## config.mk

```make
export PLATFORM = sky130hd
export DESIGN_NAME = dles_ram
export DESIGN_NICKNAME = d
export VERILOG_FILES = /design/src/dles_ram.sv
export SDC_FILE = /design/constraint.sdc
export NUM_CORES = 2
export LEC_CHECK = 0
export BUFFER_PORTS_ARGS = -buffer_cell sky130_fd_sc_hd__buf_2
export CORE_ASPECT_RATIO = 1.1
export CORE_MARGIN = 2
export CORE_UTILIZATION = 30
export CTS_CLUSTER_DIAMETER = 60
export CTS_CLUSTER_SIZE = 10
export DETAILED_ROUTE_END_ITERATION = 8
export GPL_TIMING_DRIVEN = 0
export SYNTH_ARGS = -nofsm -noshare
export SYNTH_HDL_FRONTEND = slang
export SYNTH_SLANG_ARGS = --single-unit
```

## constraint.sdc

```tcl
create_clock -name clk_i -period 5.5 [get_ports clk_i]
set_input_delay 0.825 -clock clk_i [delete_from_list [all_inputs] [get_ports clk_i]]
set_output_delay 0.825 -clock clk_i [all_outputs]
set_load 0.02 [all_outputs]
```

## src/dles_ram.sv

```systemverilog
`timescale 1ns / 1ps
module dles_ram #(
  parameter int WIDTH = 16,
  parameter int DEPTH = 128
) (
  input  logic                     clk_i,
  input  logic                     we_i,
  input  logic [$clog2(DEPTH)-1:0] waddr_i,
  input  logic [WIDTH-1:0]         wdata_i,
  input  logic [$clog2(DEPTH)-1:0] raddr_i,
  output logic [WIDTH-1:0]         rdata_o
);

  logic [WIDTH-1:0] mem [DEPTH];

  always_ff @(posedge clk_i) begin
    if (we_i) begin
      mem[waddr_i] <= wdata_i;
    end
    rdata_o <= mem[raddr_i];
  end

endmodule

```

# Word-level counts from Yosys, hierarchy flattened
# Memories as Yosys holds them, arrays and structs flattened. A register that Yosys moved wholly into a read port is not among the register bits.
# Cells that the tools add are included.
[totals]
input_bits = 32
elab_cells = 3
mem_count = 1
mem_bits_rw = 2048
reg_bits = 0
out_inout_bits = 16
[op_classes]
mux = 2
[mem_list]
columns = ["memory", "depth", "width", "rd", "rd_ports_with_merged_regs", "write_ports", "line", "source"]
rows = [
  ["mem", 128, 16, 1, 1, 1, "14", "logic [WIDTH-1:0] mem [DEPTH];"],
]
[ops]
columns = ["cell", "n"]
rows = [
  ["1-bit two-way mux", 2],
]

# Longest topological paths before layout
[depth]
word_depth = 2
ltp_mapped = 7
depth_no_buf = 4

# Least setup slack after synthesis
# Ideal clock, no wire load.
[synth_timing]
kind = "input-to-reg"
startpoint = "input port raddr_i[0]"
endpoint = "register rdata_o[0] (read register of mem)"
path_slack_ns = 2.180
path_stages = 6
t_required_ns = 5.379
path_buffers = 2
setup_ns = 0.121
arrival_ns = 3.199
path_cell_list = "buf_2 > buf_1 > mux4_2 > mux4_2 > mux4_2 > mux2_2"
[synth_rtl]
columns = ["item", "line", "source"]
rows = [
  ["start, declared", "10", "input logic [$clog2(DEPTH)-1:0] raddr_i,"],
  ["end, declared", "11", "output logic [WIDTH-1:0] rdata_o"],
]

==> results.md <==
- CP Capture Type: register
- Sequential Power Share: 53.9%
- Post_cts resized: 0
- Cell count after synthesis: 3086
- Worst skew pair latency: 0.86 ns
- CP Data Arrival Time: 5.50 ns
- Clk pwr share: 40.5%
- Ys flop type: edfxtp_1
- Power per cell area: 351.2 nW/µm²
- Root buffer cell: clkbuf_16
- Min-delay src: wdata_i[7]
- Vias in the first global route: 36370
- First-pass GRT wire length: 284900 µm
- Syn Nets: 3118
- CTS Buf Count: 226
- H-Tree Depth: 4
- FMAX: 0.2101 GHz
- Initial Utilization: 30.08%
- DP Wirelength: 137100 µm
- Area leader, netlist: edfxtp_1
- Max Buffers Root-to-Sink: 3
- Hold endpoint: mem[124][7]
- # port buffers: 37
- Final Setup Violations: 0
- Post-route DRC violation count: 0
- Internal reg-to-reg setup slack: 2.83 ns
- Remaining global-route overflow: 0
- Synth Cell Area: 78520 µm²
- Crit Reg-Reg Endpoint: rdata_o[6]
- Hold Path Class: input port to register
- RSZ-0062 raised after global routing: no
- CORE AREA: 261000 µm²
- Run status: complete, no violations
- Synth cell types: 17
- I/O Pins: 48
- Number of synthesized flops with an enable pin: 2048
- Post-synth top area share: 78.32%
- Comb pwr share: 5.6%
- Simple-gate share of the synthesized area: 0.8875%
- Layout cells sized above 1: 37.09%
- Largest net degree at the start of global routing: 97
- # hold bufs at CTS: 0
- Crit path time final: 4.760 ns
- Sw Ratio: 21.37%
- Vias post-DR: 35690
- Clock-pin slew on the worst setup and hold paths: 0.06 ns
- Setup WS pre-CTS: -0.1413 ns
- Post-Syn Area per Cell: 25.44 µm²
- Worst Setup Slack, final: 0.7401 ns
- Final nets: 3524
- Worst IR Drop VDD: 370.3 µV
- Final hold slack: 0.3588 ns
- Top-count cell post-synth: edfxtp_1
- Chip height: 540.6 µm
- Setup Skew: 0.04699 ns
- Row count: 197
- Sequential area share after synthesis: 78.73%
- Vias per cell: 5.088
- Critical path type: input port to register
- FILL cells: 23510
- Post-Synth XOR/XNOR Area: 0%
- GR Util All Layers: 15.13%
- Most frequent cells after synthesis: edfxtp_1 (2048), mux4_2 (672), nor2_1 (122), clkbuf_1 (82), buf_2 (52)
- Final ANT Viol Nets: 0
- CP required: 6.24 ns
- Slew @ Worst Pin: 1.408 ns
- Ranking of synthesized cells by area: edfxtp_1 (78%), mux4_2 (19%), nor2_1 (0.58%)
- CP Launch Type: input port
- RD Place Congestion: 0.8283
- Post-synthesis adder-cell area fraction: 0%
- Initial DRC count: 4245
- WL per Instance: 29.09 µm
- Critical path fanouts, max: 10
- Mux cell area share after synthesis: 19.50%
- Slew Limit Fails: 0
- Post-CTS Setup Inserts: 0
- CTS sink cnt: 2064
- R2R Path Start: mem[90][6]
- Psw: 6.899 mW
- Depth of the worst register-to-register path: 4
- Static Leak: 27.63 nW
- Ratio of final minimum period to clock period: 86.54%
- Synth Register Bits: 2064
- MaxCap Viol Count: 0
- Detailed Route WL: 204100 µm
- Hold Vio Cnt, Final: 0
- Synth warn: 0
- Power Internal: 25.38 mW
- Post-synthesis compound-gate area fraction: 0%
- First-pass iteration count of the detailed router: 5
- Slew margin rel.: 6.111%
- Synthesis-to-layout area growth: 17.05%
- WHS Path Cells: 1
- Die area: 265900 µm²
- Die span in x: 491.8 µm
- Largest family of logic cells by synthesized area: multiplexers
- CTS tree: done
- Initial antenna violation count: 23
- Asr flop ratio synth: 0%
- Total Neg Setup Slack: 0 ns
sequential cells by signal, summed over array words and instances (netlist names):
| name | count |
|---|---|
| mem | 2048 |
| rdata_o | 16 |
logic make-up after synthesis:
| family | count (synthesis) |
|---|---|
| AND/OR/NAND/NOR | 170 |
| flip-flops | 2064 |
| multiplexers | 688 |
| buffers and inverters | 164 |
per-stage QoR:
step / utilization [%] / instances / cell area, µm² / power [mW]
after floorplan: - / 3086 / 78520 / 18.60
after global routing: 35.20 / 7007 / 91890 / 33.09
final: 35.21 / 7015 / 91910 / 32.28
after detailed placement: 32.89 / 6746 / 85850 / 19.55
after CTS: 35.20 / 7006 / 91890 / 32.51
after global placement: 31.82 / 6605 / 83060 / 19.48
critical path, cell delays in order:
cell      delay, ns
clkbuf_1       0.57
clkbuf_1       1.08
buf_1          0.96
mux4_2         0.45
mux4_2         0.58
mux4_2         0.64
mux2_2         0.35
worst max-delay path by stage:
stage | start | endpoint | slack, ns
2_1_floorplan | raddr_i[0] | rdata_o[0] | 2.18
3_3_place_gp | raddr_i[2] | rdata_o[0] | -0.48
3_5_place_dp | raddr_i[2] | rdata_o[4] | -0.14
4_1_cts | raddr_i[2] | rdata_o[1] | 0.78
5_1_grt | raddr_i[2] | rdata_o[11] | 0.81
6_report | raddr_i[2] | rdata_o[10] | 0.74
metal layers:
layer,vias to the layer above,GRT usage [%],share of wire (%)
li1,14170,-,-
met2,1545,25.81,51
met3,331,2.116,6.3
met5,-,0,0.017
met1,19640,19.67,39
met4,6,5.499,3.5
power by group through the flow:
stage	registers (mW)	logic [mW]	clock network [mW]
2_1_floorplan	17.7	0.850	0
3_3_place_gp	17.7	1.73	0
4_1_cts	17.4	1.83	13.3
5_1_grt	17.4	1.87	13.8
6_report	17.4	1.81	13.1
3_5_place_dp	17.7	1.83	0
cells in the final DEF (no fill, tap or decap), drive strengths merged, types with 2 or more instances in the layout:
cell type and instances:
buf 260, clkbuf 324, clkinv 9, dfxtp 16, diode 9, edfxtp 2048, inv 8, mux2 16
mux4 672, nand2 14, nand2b 2, nand3 12, nand4 3, nor2 122, nor2b 7, nor3 9
area by class of cell:
cell class	count	area, µm²	share of cell area, %
tap	3482	4357	4.740
antenna	9	22.52	0.02450
clock inverter	18	251.5	0.2736
multi-input combinational	858	16350	17.79
clock buffer	242	5779	6.288
timing repair buffer	178	2616	2.847
buffer	164	709.4	0.7719
sequential	2064	61820	67.26
No activity file was read; power rests on OpenSTA's default activity.
